<file path="src/sv/dtkr_pkg.sv">
// Shared types and constants of the double-tap key resolver.
// Used by the controller, the datapath and the top level; no dependencies.
package dtkr_pkg;

    // defaults and fixed limits
    localparam int ENTRIES_DEF = 8;
    localparam logic [15:0] TERM_RESET = 16'd200;
    localparam int MAX_OUT = 8;
    localparam int EMIT_W = 4;

    // beat widths
    localparam int S_DATA_W = 72;
    localparam int M_DATA_W = 24;
    localparam int ACT_W = 2;

    // action selector on s_tuser
    localparam logic [ACT_W-1:0] ACT_KEY  = 2'd0;
    localparam logic [ACT_W-1:0] ACT_SCAN = 2'd1;
    localparam logic [ACT_W-1:0] ACT_LOAD = 2'd2;

    // result kind on m_tuser
    localparam logic KIND_ANSWER = 1'b0;
    localparam logic KIND_TAP    = 1'b1;

    // apb register index
    localparam logic REG_TAP_TERM = 1'b0;

    // one table entry as held in the entry ram
    typedef struct packed {
        logic [15:0] trig_code;
        logic [15:0] single_code;
        logic [15:0] double_code;
        logic        armed;
        logic [1:0]  tap_cnt;
        logic [15:0] first_ms;
    } entry_t;

    localparam int ENTRY_W = $bits(entry_t);

    // controller to datapath
    typedef struct packed {
        logic start;      // capture item, read entry 0
        logic advance;    // move to next entry
        logic key_done;   // key search finished, latch match
        logic wr_entry;   // write back the evaluated entry
        logic load_wr;    // write a table entry from the input beat
        logic pend_take;  // hold a new tap code as pending
        logic push_mid;   // send pending code, more follow
        logic push_key;   // send key answer
        logic push_last;  // send pending code as final result
    } cmd_t;

    // datapath to controller
    typedef struct packed {
        logic hit;
        logic due;
        logic emits;
        logic at_end;
        logic emit_full;
        logic pend_valid;
        logic out_free;
        logic pressed;
    } stat_t;

endpackage

</file>
<file path="src/sv/dtkr_ram.sv">
// Generic single-write, single-read RAM with registered read data.
// No dependencies.
module dtkr_ram #(
    parameter int WIDTH = 8,
    parameter int DEPTH = 8,
    localparam int AW = (DEPTH > 1) ? $clog2(DEPTH) : 1
) (
    input  logic             aclk,
    input  logic             we,
    input  logic [AW-1:0]    waddr,
    input  logic [WIDTH-1:0] wdata,
    input  logic [AW-1:0]    raddr,
    output logic [WIDTH-1:0] rdata
);

    logic [WIDTH-1:0] mem_reg [DEPTH];
    logic [WIDTH-1:0] rdata_reg;

    // write port
    always_ff @(posedge aclk) begin
        if (we) begin
            mem_reg[waddr] <= wdata;
        end
    end

    // registered read port
    always_ff @(posedge aclk) begin
        rdata_reg <= mem_reg[raddr];
    end

    assign rdata = rdata_reg;

endmodule

</file>
<file path="src/sv/dtkr_ctrl.sv">
// Sequencer of the double-tap key resolver: input handshake and entry walk.
// Depends on dtkr_pkg for the command and status structs.
module dtkr_ctrl (
    input  logic                          aclk,
    input  logic                          aresetn,
    input  logic                          s_tvalid,
    output logic                          s_tready,
    input  logic [dtkr_pkg::ACT_W-1:0]    s_tuser,
    input  dtkr_pkg::stat_t               st,
    output dtkr_pkg::cmd_t                cmd
);

    localparam logic [2:0] S_IDLE    = 3'd0;
    localparam logic [2:0] S_KEY     = 3'd1;
    localparam logic [2:0] S_KEY_OUT = 3'd2;
    localparam logic [2:0] S_SCAN    = 3'd3;
    localparam logic [2:0] S_FLUSH   = 3'd4;

    logic [2:0] state_reg;
    logic [2:0] state_next;
    logic       s_fire;

    assign s_tready = (state_reg == S_IDLE);
    assign s_fire = s_tvalid && s_tready;

    // state register
    always_ff @(posedge aclk) begin
        if (!aresetn) begin
            state_reg <= S_IDLE;
        end else begin
            state_reg <= state_next;
        end
    end

    // next state and commands
    always_comb begin
        state_next = state_reg;
        cmd = '0;
        case (state_reg)
            S_IDLE: begin
                if (s_fire) begin
                    case (s_tuser)
                        dtkr_pkg::ACT_KEY: begin
                            cmd.start = 1'b1;
                            state_next = S_KEY;
                        end
                        dtkr_pkg::ACT_SCAN: begin
                            cmd.start = 1'b1;
                            state_next = S_SCAN;
                        end
                        dtkr_pkg::ACT_LOAD: begin
                            cmd.load_wr = 1'b1;
                        end
                        default: begin
                        end
                    endcase
                end
            end
            S_KEY: begin
                // first match ends the search
                if (st.hit || st.at_end) begin
                    cmd.key_done = 1'b1;
                    cmd.wr_entry = st.hit && st.pressed;
                    state_next = S_KEY_OUT;
                end else begin
                    cmd.advance = 1'b1;
                end
            end
            S_KEY_OUT: begin
                if (st.out_free) begin
                    cmd.push_key = 1'b1;
                    state_next = S_IDLE;
                end
            end
            S_SCAN: begin
                // a new code pushes the pending one out, so wait for room
                if (!(st.emits && st.pend_valid && !st.out_free)) begin
                    cmd.wr_entry = st.due;
                    cmd.pend_take = st.emits;
                    cmd.push_mid = st.emits && st.pend_valid;
                    if (st.at_end || (st.emits && st.emit_full)) begin
                        state_next = S_FLUSH;
                    end else begin
                        cmd.advance = 1'b1;
                    end
                end
            end
            S_FLUSH: begin
                if (!st.pend_valid) begin
                    state_next = S_IDLE;
                end else if (st.out_free) begin
                    cmd.push_last = 1'b1;
                    state_next = S_IDLE;
                end
            end
            default: begin
                state_next = S_IDLE;
            end
        endcase
    end

    // assertions
    a_one_push: assert property (@(posedge aclk) disable iff (!aresetn)
        !((cmd.push_key && cmd.push_mid) || (cmd.push_key && cmd.push_last)
          || (cmd.push_mid && cmd.push_last)))
        else $error("two results pushed in one cycle");
    a_start_then_walk: assert property (@(posedge aclk) disable iff (!aresetn)
        cmd.start |=> (state_reg == S_KEY || state_reg == S_SCAN))
        else $error("item start did not begin an entry walk");
    a_flush_empty: assert property (@(posedge aclk) disable iff (!aresetn)
        (state_reg == S_FLUSH && !st.pend_valid) |=> state_reg == S_IDLE)
        else $error("flush with nothing pending did not return to idle");

endmodule

</file>
<file path="src/sv/dtkr_dpath.sv">
// Datapath of the double-tap key resolver: item register, entry ram walk,
// pending tap code and output register. Depends on dtkr_pkg and dtkr_ram.
module dtkr_dpath #(
    parameter int ENTRIES = dtkr_pkg::ENTRIES_DEF
) (
    input  logic                            aclk,
    input  logic                            aresetn,
    input  logic [dtkr_pkg::S_DATA_W-1:0]   s_tdata,
    input  logic [dtkr_pkg::ACT_W-1:0]      s_tuser,
    input  logic [15:0]                     tap_term,
    input  dtkr_pkg::cmd_t                  cmd,
    output dtkr_pkg::stat_t                 st,
    output logic                            m_tvalid,
    input  logic                            m_tready,
    output logic [dtkr_pkg::M_DATA_W-1:0]   m_tdata,
    output logic                            m_tuser,
    output logic                            m_tlast
);

    localparam int AW = (ENTRIES > 1) ? $clog2(ENTRIES) : 1;
    localparam int PAD_W = dtkr_pkg::M_DATA_W - 17;

    // input beat fields
    logic [15:0] in_key;
    logic        in_pressed;
    logic [15:0] in_now;
    logic [2:0]  in_index;
    logic [15:0] in_single;
    logic [15:0] in_double;

    assign in_key     = s_tdata[15:0];
    assign in_pressed = s_tdata[16];
    assign in_now     = s_tdata[32:17];
    assign in_index   = s_tdata[35:33];
    assign in_single  = s_tdata[51:36];
    assign in_double  = s_tdata[67:52];

    // captured item
    logic [15:0] key_reg;
    logic        pressed_reg;
    logic [15:0] now_reg;
    logic        is_scan_reg;

    always_ff @(posedge aclk) begin
        if (cmd.start) begin
            key_reg     <= in_key;
            pressed_reg <= in_pressed;
            now_reg     <= in_now;
            is_scan_reg <= (s_tuser == dtkr_pkg::ACT_SCAN);
        end
    end

    // walk index and read address
    logic [AW-1:0] idx_reg;
    logic [AW-1:0] idx_next;

    always_comb begin
        idx_next = idx_reg;
        if (cmd.start) begin
            idx_next = '0;
        end else if (cmd.advance) begin
            idx_next = idx_reg + AW'(1);
        end
    end

    always_ff @(posedge aclk) begin
        if (!aresetn) begin
            idx_reg <= '0;
        end else begin
            idx_reg <= idx_next;
        end
    end

    // entry ram with valid bits, an unwritten entry reads as zero
    logic [ENTRIES-1:0]     valid_reg;
    logic                   valid_q_reg;
    logic                   ld_ok;
    logic                   ram_we;
    logic [AW-1:0]          ram_waddr;
    dtkr_pkg::entry_t       ram_wdata;
    dtkr_pkg::entry_t       ram_rdata;
    dtkr_pkg::entry_t       cur;
    dtkr_pkg::entry_t       wb_entry;
    dtkr_pkg::entry_t       ld_entry;

    assign ld_ok = ({29'd0, in_index} < 32'(ENTRIES));
    assign ram_we = (cmd.load_wr && ld_ok) || cmd.wr_entry;
    assign ram_waddr = cmd.load_wr ? AW'(in_index) : idx_reg;

    always_comb begin
        ld_entry = '0;
        ld_entry.trig_code = in_key;
        ld_entry.single_code = in_single;
        ld_entry.double_code = in_double;
    end

    assign ram_wdata = cmd.load_wr ? ld_entry : wb_entry;

    dtkr_ram #(
        .WIDTH (dtkr_pkg::ENTRY_W),
        .DEPTH (ENTRIES)
    ) u_ram (
        .aclk  (aclk),
        .we    (ram_we),
        .waddr (ram_waddr),
        .wdata (ram_wdata),
        .raddr (idx_next),
        .rdata (ram_rdata)
    );

    always_ff @(posedge aclk) begin
        if (!aresetn) begin
            valid_reg <= '0;
            valid_q_reg <= 1'b0;
        end else begin
            if (ram_we) begin
                valid_reg[ram_waddr] <= 1'b1;
            end
            valid_q_reg <= valid_reg[idx_next];
        end
    end

    assign cur = valid_q_reg ? ram_rdata : '0;

    // entry evaluation
    logic [15:0] elapsed;
    logic        hit;
    logic        due;
    logic        emits;
    logic [15:0] emit_code;

    assign hit = (cur.trig_code == key_reg);
    assign elapsed = now_reg - cur.first_ms;
    assign due = cur.armed && (elapsed > tap_term);
    assign emits = due && (cur.tap_cnt != 2'd0);
    assign emit_code = (cur.tap_cnt == 2'd1) ? cur.single_code : cur.double_code;

    // updated entry: arm or count a press on a key walk, disarm on a scan
    always_comb begin
        wb_entry = cur;
        if (is_scan_reg) begin
            wb_entry.armed = 1'b0;
            wb_entry.tap_cnt = 2'd0;
        end else if (!cur.armed) begin
            wb_entry.armed = 1'b1;
            wb_entry.tap_cnt = 2'd1;
            wb_entry.first_ms = now_reg;
        end else if (cur.tap_cnt < 2'd2) begin
            wb_entry.tap_cnt = cur.tap_cnt + 2'd1;
        end
    end

    // key match, pending tap code and emit count
    logic                         hit_reg;
    logic                         pend_valid_reg;
    logic [15:0]                  pend_code_reg;
    logic [dtkr_pkg::EMIT_W-1:0]  emit_cnt_reg;

    always_ff @(posedge aclk) begin
        if (cmd.key_done) begin
            hit_reg <= hit;
        end
        if (cmd.pend_take) begin
            pend_code_reg <= emit_code;
        end
    end

    always_ff @(posedge aclk) begin
        if (!aresetn) begin
            pend_valid_reg <= 1'b0;
            emit_cnt_reg <= '0;
        end else begin
            if (cmd.start) begin
                pend_valid_reg <= 1'b0;
                emit_cnt_reg <= '0;
            end else if (cmd.pend_take) begin
                pend_valid_reg <= 1'b1;
                emit_cnt_reg <= emit_cnt_reg + dtkr_pkg::EMIT_W'(1);
            end else if (cmd.push_last) begin
                pend_valid_reg <= 1'b0;
            end
        end
    end

    // output register
    logic        m_valid_reg;
    logic        m_kind_reg;
    logic [15:0] m_code_reg;
    logic        m_handled_reg;
    logic        m_last_reg;
    logic        out_free;
    logic        push;

    assign out_free = !m_valid_reg || m_tready;
    assign push = cmd.push_key || cmd.push_mid || cmd.push_last;

    always_ff @(posedge aclk) begin
        if (!aresetn) begin
            m_valid_reg <= 1'b0;
        end else if (push) begin
            m_valid_reg <= 1'b1;
        end else if (m_tready) begin
            m_valid_reg <= 1'b0;
        end
    end

    always_ff @(posedge aclk) begin
        if (cmd.push_key) begin
            m_kind_reg <= dtkr_pkg::KIND_ANSWER;
            m_code_reg <= 16'd0;
            m_handled_reg <= hit_reg;
            m_last_reg <= 1'b1;
        end else if (cmd.push_mid || cmd.push_last) begin
            m_kind_reg <= dtkr_pkg::KIND_TAP;
            m_code_reg <= pend_code_reg;
            m_handled_reg <= 1'b0;
            m_last_reg <= cmd.push_last;
        end
    end

    assign m_tvalid = m_valid_reg;
    assign m_tdata = {{PAD_W{1'b0}}, m_handled_reg, m_code_reg};
    assign m_tuser = m_kind_reg;
    assign m_tlast = m_last_reg;

    // status
    always_comb begin
        st = '0;
        st.hit = hit;
        st.due = due;
        st.emits = emits;
        st.at_end = (idx_reg == AW'(ENTRIES - 1));
        st.emit_full = (emit_cnt_reg == dtkr_pkg::EMIT_W'(dtkr_pkg::MAX_OUT - 1));
        st.pend_valid = pend_valid_reg;
        st.out_free = out_free;
        st.pressed = pressed_reg;
    end

    // assertions
    a_push_room: assert property (@(posedge aclk) disable iff (!aresetn)
        push |-> out_free)
        else $error("result pushed into a full output register");
    a_emit_bound: assert property (@(posedge aclk) disable iff (!aresetn)
        emit_cnt_reg <= dtkr_pkg::EMIT_W'(dtkr_pkg::MAX_OUT))
        else $error("more tap codes than allowed for one scan");
    a_wr_excl: assert property (@(posedge aclk) disable iff (!aresetn)
        !(cmd.load_wr && cmd.wr_entry))
        else $error("load and write-back in the same cycle");

endmodule

</file>
<file path="src/sv/double_tap_key_resolver_core.sv">
// Top level of the double-tap key resolver: apb tap-term register and the
// controller and datapath. Depends on dtkr_pkg, dtkr_ctrl, dtkr_dpath, dtkr_ram.
//
//  channel  dir  beat contents
//  s_       in   tuser action; tdata key, pressed, now_ms, index, single, double
//  m_       out  tuser kind; tdata out_code, handled; tlast last
//  apb      in   register 0 at address 0: tap_term_ms (16 bits, reset 200)
//
// A load is written into its table entry when it is accepted. A key event is
// accepted, visits the entries up to the first match, and hands over its answer.
// A scan is accepted, visits every entry (ENTRIES in all, fewer when the eighth
// code ends the walk) and closes by handing over its final code, if any; the
// pace is one entry per cycle of the entry ram's read port while no full output
// register holds the walk. A full output register holds a key answer and a final
// code in place, and holds the walk whenever a second tap code is ready. Reset
// clears all entries through per-entry valid bits at once; no sweep.
module double_tap_key_resolver_core #(
    parameter int ENTRIES = dtkr_pkg::ENTRIES_DEF
) (
    input  logic                            aclk,
    input  logic                            aresetn,
    // input item channel
    input  logic                            s_tvalid,
    output logic                            s_tready,
    // key_code[15:0], pressed[16], now_ms[32:17], entry_index[35:33],
    // single_code[51:36], double_code[67:52], zero fill[71:68]
    input  logic [dtkr_pkg::S_DATA_W-1:0]   s_tdata,
    // action[1:0]
    input  logic [dtkr_pkg::ACT_W-1:0]      s_tuser,
    // result channel
    output logic                            m_tvalid,
    input  logic                            m_tready,
    // out_code[15:0], handled[16], zero fill[23:17]
    output logic [dtkr_pkg::M_DATA_W-1:0]   m_tdata,
    // kind[0]
    output logic                            m_tuser,
    output logic                            m_tlast,
    // configuration port
    input  logic                            psel,
    input  logic                            penable,
    input  logic                            pwrite,
    input  logic [2:0]                      paddr,
    input  logic [31:0]                     pwdata,
    output logic [31:0]                     prdata,
    output logic                            pready
);

    // tap term register
    logic [15:0] term_reg;
    logic        reg_sel;

    assign pready = 1'b1;
    assign reg_sel = (paddr[2] == dtkr_pkg::REG_TAP_TERM);

    always_ff @(posedge aclk) begin
        if (!aresetn) begin
            term_reg <= dtkr_pkg::TERM_RESET;
        end else if (psel && penable && pwrite && pready && reg_sel) begin
            term_reg <= pwdata[15:0];
        end
    end

    assign prdata = reg_sel ? {16'd0, term_reg} : 32'd0;

    dtkr_pkg::cmd_t  cmd;
    dtkr_pkg::stat_t st;

    dtkr_ctrl u_ctrl (
        .aclk     (aclk),
        .aresetn  (aresetn),
        .s_tvalid (s_tvalid),
        .s_tready (s_tready),
        .s_tuser  (s_tuser),
        .st       (st),
        .cmd      (cmd)
    );

    dtkr_dpath #(
        .ENTRIES (ENTRIES)
    ) u_dpath (
        .aclk     (aclk),
        .aresetn  (aresetn),
        .s_tdata  (s_tdata),
        .s_tuser  (s_tuser),
        .tap_term (term_reg),
        .cmd      (cmd),
        .st       (st),
        .m_tvalid (m_tvalid),
        .m_tready (m_tready),
        .m_tdata  (m_tdata),
        .m_tuser  (m_tuser),
        .m_tlast  (m_tlast)
    );

endmodule

</file>
<file path="config.mk">
export PLATFORM = sky130hd
export DESIGN_NAME = double_tap_key_resolver_core
export DESIGN_NICKNAME = d
export VERILOG_FILES = /design/src/sv/dtkr_pkg.sv /design/src/sv/dtkr_ram.sv /design/src/sv/dtkr_ctrl.sv /design/src/sv/dtkr_dpath.sv /design/src/sv/double_tap_key_resolver_core.sv
export SDC_FILE = /design/constraint.sdc
export NUM_CORES = 1
export LEC_CHECK = 0
export BUFFER_PORTS_ARGS = -buffer_cell sky130_fd_sc_hd__buf_2
export CAP_MARGIN = 5
export CORE_MARGIN = 2
export CORE_UTILIZATION = 55
export DETAILED_ROUTE_END_ITERATION = 8
export PLACE_DENSITY = 0.76
export SYNTH_ARGS = -nofsm -noshare
export SYNTH_HDL_FRONTEND = slang
export SYNTH_HIERARCHICAL = 1
export SYNTH_SLANG_ARGS = --single-unit
</file>
<file path="constraint.sdc">
create_clock -name aclk -period 9.1 [get_ports aclk]
set_input_delay 1.82 -clock aclk [delete_from_list [all_inputs] [get_ports aclk]]
set_output_delay 1.82 -clock aclk [all_outputs]
set_load 0.05 [all_outputs]
</file>
==> out/metrics.csv, run 1 <==
metric,value,unit
startpoint_type,flop,
status,completed,
fin_util,62.8,%
yosysMostFrequentCell,edfxtp_1,
routed-via-count,15100,
maxSlewViolCount,0,
syn_area,28900,sq um
place_congestion,0.780,
power_density,214,nW/um^2
clkPwrFrac,40.4,%
route.detailed.drc,0,
area_delta_synth_final,12.2,%
post_drt_wl_per_cell,23.4,microns
fin_skew,0.0325,ns
ys_ff_latch,710,
drive_gt1_share,25.7,%
numPortBuffers,130,
vdd_drop_max,0.128,mV
antenna_left,0,
end_kind,flop,
pwr-share-comb,7.2,%
synth_compound_area_share,4.27,%
arrival,8.23,ns
largest_reg_flops,536,
ctsResizeCount,0,
rsz0062_at_grt,no,
antenna_found_initial,4,
reg2reg_from,u_dpath/valid_q_reg,
boundaryPins,177,
hpwl,32900,microns
whs,0.450,ns
die_h,233,microns
p_leak,10.9,nW
drt_iter0_markers,1588,
cp-startpoint,u_dpath/valid_q_reg,
cts_buffers,71,
hold_path_class,reg2reg,
slew_headroom,21.9,%
vias_per_cell,5.96,
grt_max_degree,139,
n_fill_cell,3515,
dieArea,54300,sq um
seq_power_share,52.3,%
initial_core_util,55.9,%
die_w,233,microns
path_class,reg2reg,
cts_sinks,710,
crit_fanout,36,
synth_edf_count,588,
synth_ff_type,edfxtp_1,
cap_violations,0,
synth.top_cell.area_share,61.2,%
h-tree-depth,3,
wl,59200,microns
hp-start,u_dpath/m_code_reg[2],
cts-root-buf,clkbuf_16,
hold_viol_final,0,
p_sw,1.47,mW
cts_tree,built,
gr-usage-all-layers,22.2,%
synth_top_family_by_area,multiplexers,
synthArstFlopShare,0,%
yosys.area_share.simple,5.24,%
syn_inst,1643,
holdBufCountCts,0,
setup_viol,0,
p_int,5.45,mW
grt_remaining_overflow,0,
ys_seq_area_share,69.6,%
cts_max_path_buffers,3,
critPathRequiredTime,9.59,ns
nets,1943,
post_cts_buffers,0,
fmax,0.129,GHz
setup_tns,0,ns
synthMuxAreaShare,15.5,%
grt_pass1_wl,89600,microns
synthAdderAreaFrac,1.67,%
ys_top_cells_by_count,"588 x edfxtp_1, 127 x nand2_1, 122 x dfxtp_1, 119 x mux4_2, 60 x mux2_4",
dr.pass1.iters,5,
postSynthAreaPerCell,17.6,sq um
grt_pass1_vias,15500,
core.rowCount,83,
path_clk_slew,0.06,ns
yosysTopAreaCell,edfxtp_1,
core_area,51600,sq um
post-route-min-period,7.75,ns
yosysWarnings,6,
period_share,85.1,%
worstMarginPinSlew,1.17,ns
clk_latency,0.61,ns
switching_share,21.3,%
synth_xor_area_share,0.754,%
ys_types,70,
synth_area_leaders,"edfxtp_1 61%, mux4_2 9.3%, dfxtp_1 8.5%, mux2_4 3.1%, nand2_1 1.7%",
==> cell families (layout without fill, tap and decap cells) <==
family / after synthesis / in the layout
AOI/OAI and AO/OA: 180 / 180
xor gates and xnor gates: 24 / 24
adders and majority gates: 38 / 38
buffers and inverters: 141 / 322
DFF: 710 / 710
muxes: 241 / 241
other: 3 / 25
and+or+nand+nor: 306 / 306
==> layout by cell type (no fill, tap or decap), types with 25 or more instances in the layout <==
| cell type | Yosys | final |
|---|---|---|
| edfxtp_1 | 588 | 588 |
| buf_2 | 23 | 130 |
| nand2_1 | 127 | 127 |
| dfxtp_1 | 122 | 121 |
| mux4_2 | 119 | 119 |
| clkbuf_16 | 0 | 72 |
| mux2_4 | 60 | 60 |
| a21oi_1 | 58 | 57 |
| a22o_1 | 46 | 46 |
| nor2_1 | 49 | 40 |
| mux2i_1 | 38 | 38 |
| nor2b_1 | 38 | 37 |
| ha_1 | 37 | 37 |
| inv_1 | 31 | 31 |
| buf_4 | 33 | 26 |
| clkbuf_1 | 35 | 25 |
==> area by class of cell <==
class,instances,area [sq um],share of cell area (%)
Inverter,31,116,0.359
Tap cell,680,851,2.63
Clock buffer,104,1990,6.15
Antenna cell,1,2.50,0.00772
Timing Repair Buffer,162,966,2.98
Clock inverter,25,239,0.738
Sequential cell,710,20100,62.0
Multi-Input combinational cell,813,8130,25.1
==> final timing paths <==
| kind | to | slack (ns) | cells after the start |
|---|---|---|---|
| worst min-delay path | u_dpath/m_code_reg[2] | 0.45 | 2 |
| worst min register to register | u_dpath/m_code_reg[2] | 0.45 | 2 |
| worst max register to register | u_dpath/u_ram/rdata[52] | 1.35 | 21 |
| worst max-delay path | u_dpath/u_ram/rdata[52] | 1.35 | 21 |
==> metrics by stage <==
step | worst slack [ns] | cell area [sq um] | total power, mW | std cells
after floorplan | 1.13 | 29000 | 4.08 | 1664
after global placement | 1.64 | 30200 | 4.18 | 2396
after detailed placement | 1.48 | 30200 | 4.19 | 2396
after CTS | 1.42 | 32400 | 6.99 | 2525
after global routing | 0.900 | 32400 | 7.15 | 2525
final | 1.35 | 32400 | 6.92 | 2526
==> worst max-delay path, cell delays in order (launching register included) <==
cell and delay [ns]:
dfxtp_2 0.70, buf_4 0.38, nand2_1 0.14, ha_1 0.37, o211ai_1 0.19, a21o_1 0.14
a21oi_1 0.15, a2111oi_0 0.54, a311oi_1 0.13, ha_1 0.33, nand4_1 0.12, or4_1 0.60
o211ai_1 0.31, nor4b_1 0.66, and3b_1 0.33, a211o_1 0.12, a21oi_1 0.15, xnor2_2 0.23
nor2_4 0.74, buf_12 0.38, mux4_1 0.60, mux2_4 0.28
==> per-layer routing <==
layer	wire, microns	global-route usage, %	vias to the layer above
li1	-	-	6677
met1	23900	28.9	7740
met2	29400	37.1	534
met3	4130	4.37	108
met4	1730	8.72	6
met5	34	0	-
==> power by group through the flow <==
stage	Clock (mW)	Combinational, mW	Sequential (mW)
final	2.80	0.499	3.62
after global routing	2.98	0.541	3.63
after CTS	2.86	0.504	3.62
after detailed placement	0	0.502	3.69
after global placement	0	0.487	3.69
after floorplan	0	0.408	3.67
(Power assumes the default switching activity.)
==> run 2: changes to the inputs <==
--- a/config.mk
+++ b/config.mk
@@ -10,6 +10,7 @@
 export CORE_MARGIN = 2
 export CORE_UTILIZATION = 55
 export DETAILED_ROUTE_END_ITERATION = 8
+export HOLD_SLACK_MARGIN = 0.1
 export PLACE_DENSITY = 0.76
 export SYNTH_ARGS = -nofsm -noshare
 export SYNTH_HDL_FRONTEND = slang
==> constraint.sdc (replaced) <==
create_clock -name aclk -period 6.85 [get_ports aclk]
set_input_delay 1.37 -clock aclk [delete_from_list [all_inputs] [get_ports aclk]]
set_output_delay 1.37 -clock aclk [all_outputs]
set_load 0.05 [all_outputs]
==> out/metrics.csv, run 2 (synthesis gave the netlist of run 1 again) <==
metric,value,unit,change
crit_fanout,32,,-11%
n_fill_cell,3420,,-2.7%
maxSlewViolCount,0,,unchanged
h-tree-depth,3,,unchanged
p_leak,11.1,nW,+1.7%
slew_headroom,23.8,%,+1.9 points
hold_path_class,reg2reg,,
die_w,233,microns,unchanged
reg2reg_slack,0.45,ns,-0.90 ns
power_density,279,nW/um^2,+30%
final_cell_mix,"588 x edfxtp_1, 130 x buf_2, 127 x nand2_1, 121 x dfxtp_1, 119 x mux4_2",,
grt_remaining_overflow,0,,unchanged
cts_max_path_buffers,3,,unchanged
grt_pass1_vias,15400,,-0.80%
dpl-instance-area,30600,sq um,+1.5%
setup_tns,0,ns,unchanged
dieArea,54300,sq um,unchanged
cap_violations,0,,unchanged
routed-via-count,15200,,+1.1%
die_h,233,microns,unchanged
vias_per_cell,5.99,,+0.38%
ff2ff_path_depth,21,,unchanged
cts_sinks,710,,unchanged
holdBufCountCts,0,,unchanged
startpoint_type,flop,,
grt_max_degree,70,,-50%
setup_viol,0,,unchanged
whs_endpoint,u_dpath/m_code_reg[5],,
fmax,0.156,GHz,+21%
area_delta_synth_final,13.6,%,
fin_skew,0.0218,ns,-0.0106 ns
final_common_cell,edfxtp_1,,
place_congestion,0.791,,+1.5%
reg2reg_from,u_dpath/valid_q_reg,,
gr-usage-all-layers,22.6,%,+0.38 points
power,9.14,mW,+32%
nets,1965,,+1.1%
hold_depth,2,,unchanged
cts_buffers,68,,-4.2%
drive_gt1_share,27.5,%,+1.7 points
antenna_left,0,,unchanged
grt_pass1_wl,90900,microns,+1.5%
route.detailed.drc,0,,unchanged
initial_core_util,55.9,%,unchanged
boundaryPins,177,,unchanged
arrival,6.87,ns,-1.36 ns
diodes,0,,-1
core_area,51600,sq um,unchanged
stdcell_area,32800,sq um,+1.2%
path_clk_slew,0.06,ns,about the same
fin_util,63.6,%,+0.78 points
critPathRequiredTime,7.32,ns,-2.27 ns
status,completed,,
drt_iter0_markers,1382,,-13%
period_share,93.4,%,+8.3 points
rsz0062_at_grt,no,,
hp-start,u_dpath/m_code_reg[5],,
post-route-min-period,6.40,ns,-1.35 ns
hold_viol_final,0,,unchanged
cts_tree,built,,
whs,0.446,ns,-0.00316 ns
antenna_found_initial,0,,-4
reg2reg_to,u_dpath/u_ram/rdata[19],,
end_kind,flop,,
dr.pass1.iters,6,,+1
vdd_drop_max,0.181,mV,+41%
cts-root-buf,clkbuf_16,,
largest_reg_flops,536,,unchanged
worstMarginPinSlew,1.13,ns,-0.0360 ns
hpwl,35100,microns,+6.9%
wl,60600,microns,+2.4%
core.rowCount,83,,unchanged
path_class,reg2reg,,
numPortBuffers,130,,unchanged
post_drt_wl_per_cell,23.8,microns,+1.7%
clk_latency,0.60,ns,about the same
## run 2: metrics by stage
stage	std cells	setup slack (ns)
6_report	2544	0.449
5_1_grt	2544	0.0882
4_1_cts	2544	0.310
3_5_place_dp	2421	0.378
3_3_place_gp	2421	0.491
2_1_floorplan	1664	-0.0617
## run 2: final cells by class
| type | instances | area [sq um] | share of cell area, % |
|---|---|---|---|
| flip-flops and latches | 710 | 20100 | 61.3 |
| multi-input cells | 813 | 8140 | 24.8 |
| clock buffers | 95 | 1980 | 6.03 |
| repair buffers | 187 | 1420 | 4.32 |
| well taps | 680 | 851 | 2.59 |
| clock inverters | 28 | 200 | 0.610 |
| inverters | 31 | 116 | 0.355 |
## run 2: how the worst max path moves through the flow
stage	startpoint	to	slack, ns	depth (start not counted)
finish	u_dpath/valid_q_reg	u_dpath/u_ram/rdata[19]	0.45	21
floorplan	u_dpath/valid_q_reg	u_dpath/u_ram/mem_reg[2][0]	-0.06	23
global placement	u_dpath/valid_q_reg	u_dpath/u_ram/rdata[40]	0.49	21
global route	u_dpath/valid_q_reg	u_dpath/u_ram/rdata[40]	0.09	21
detailed placement	u_dpath/valid_q_reg	u_dpath/u_ram/rdata[19]	0.38	21
CTS	u_dpath/valid_q_reg	u_dpath/u_ram/rdata[19]	0.31	21
## run 2: worst max-delay path, cell delays in order (launching register included)
cell       delay (ns)
dfxtp_4          0.49
nand2_1          0.09
ha_1             0.35
a21o_1           0.22
a211oi_1         0.28
a21oi_1          0.22
a2111oi_0        0.48
a311oi_1         0.12
ha_1             0.33
nand4_1          0.12
or4_1            0.58
nor3_1           0.36
nor4b_2          0.12
and3b_1          0.21
a211o_1          0.23
a21oi_1          0.28
xnor2_2          0.17
nor2_4           0.25
buf_12           0.30
buf_4            0.23
mux4_2           0.54
mux2_4           0.28
## run 2: routing by layer
layer / vias up / GRT usage, % / share of wire [%]
met5: - / 0 / 0
met4: 0 / 8.06 / 2.8
met3: 97 / 3.44 / 6.1
met2: 548 / 37.6 / 50
met1: 7872 / 30.5 / 41
li1: 6713 / - / -
## run 2: where the power goes
part | total (mW) | leakage (nW) | internal [mW] | switching [mW]
Combinational | 0.688 | 3.68 | 0.335 | 0.353
Sequential | 4.81 | 6.38 | 4.75 | 0.0620
Clock | 3.64 | 1.07 | 2.10 | 1.54
Total | 9.14 | 11.1 | 7.18 | 1.96
## run 2: repair_timing
item / 4_1_cts / 5_1_grt
setup buffers: 0 / 0
resized for setup: 0 / 2
endpoints found under the setup margin: 0 / 18
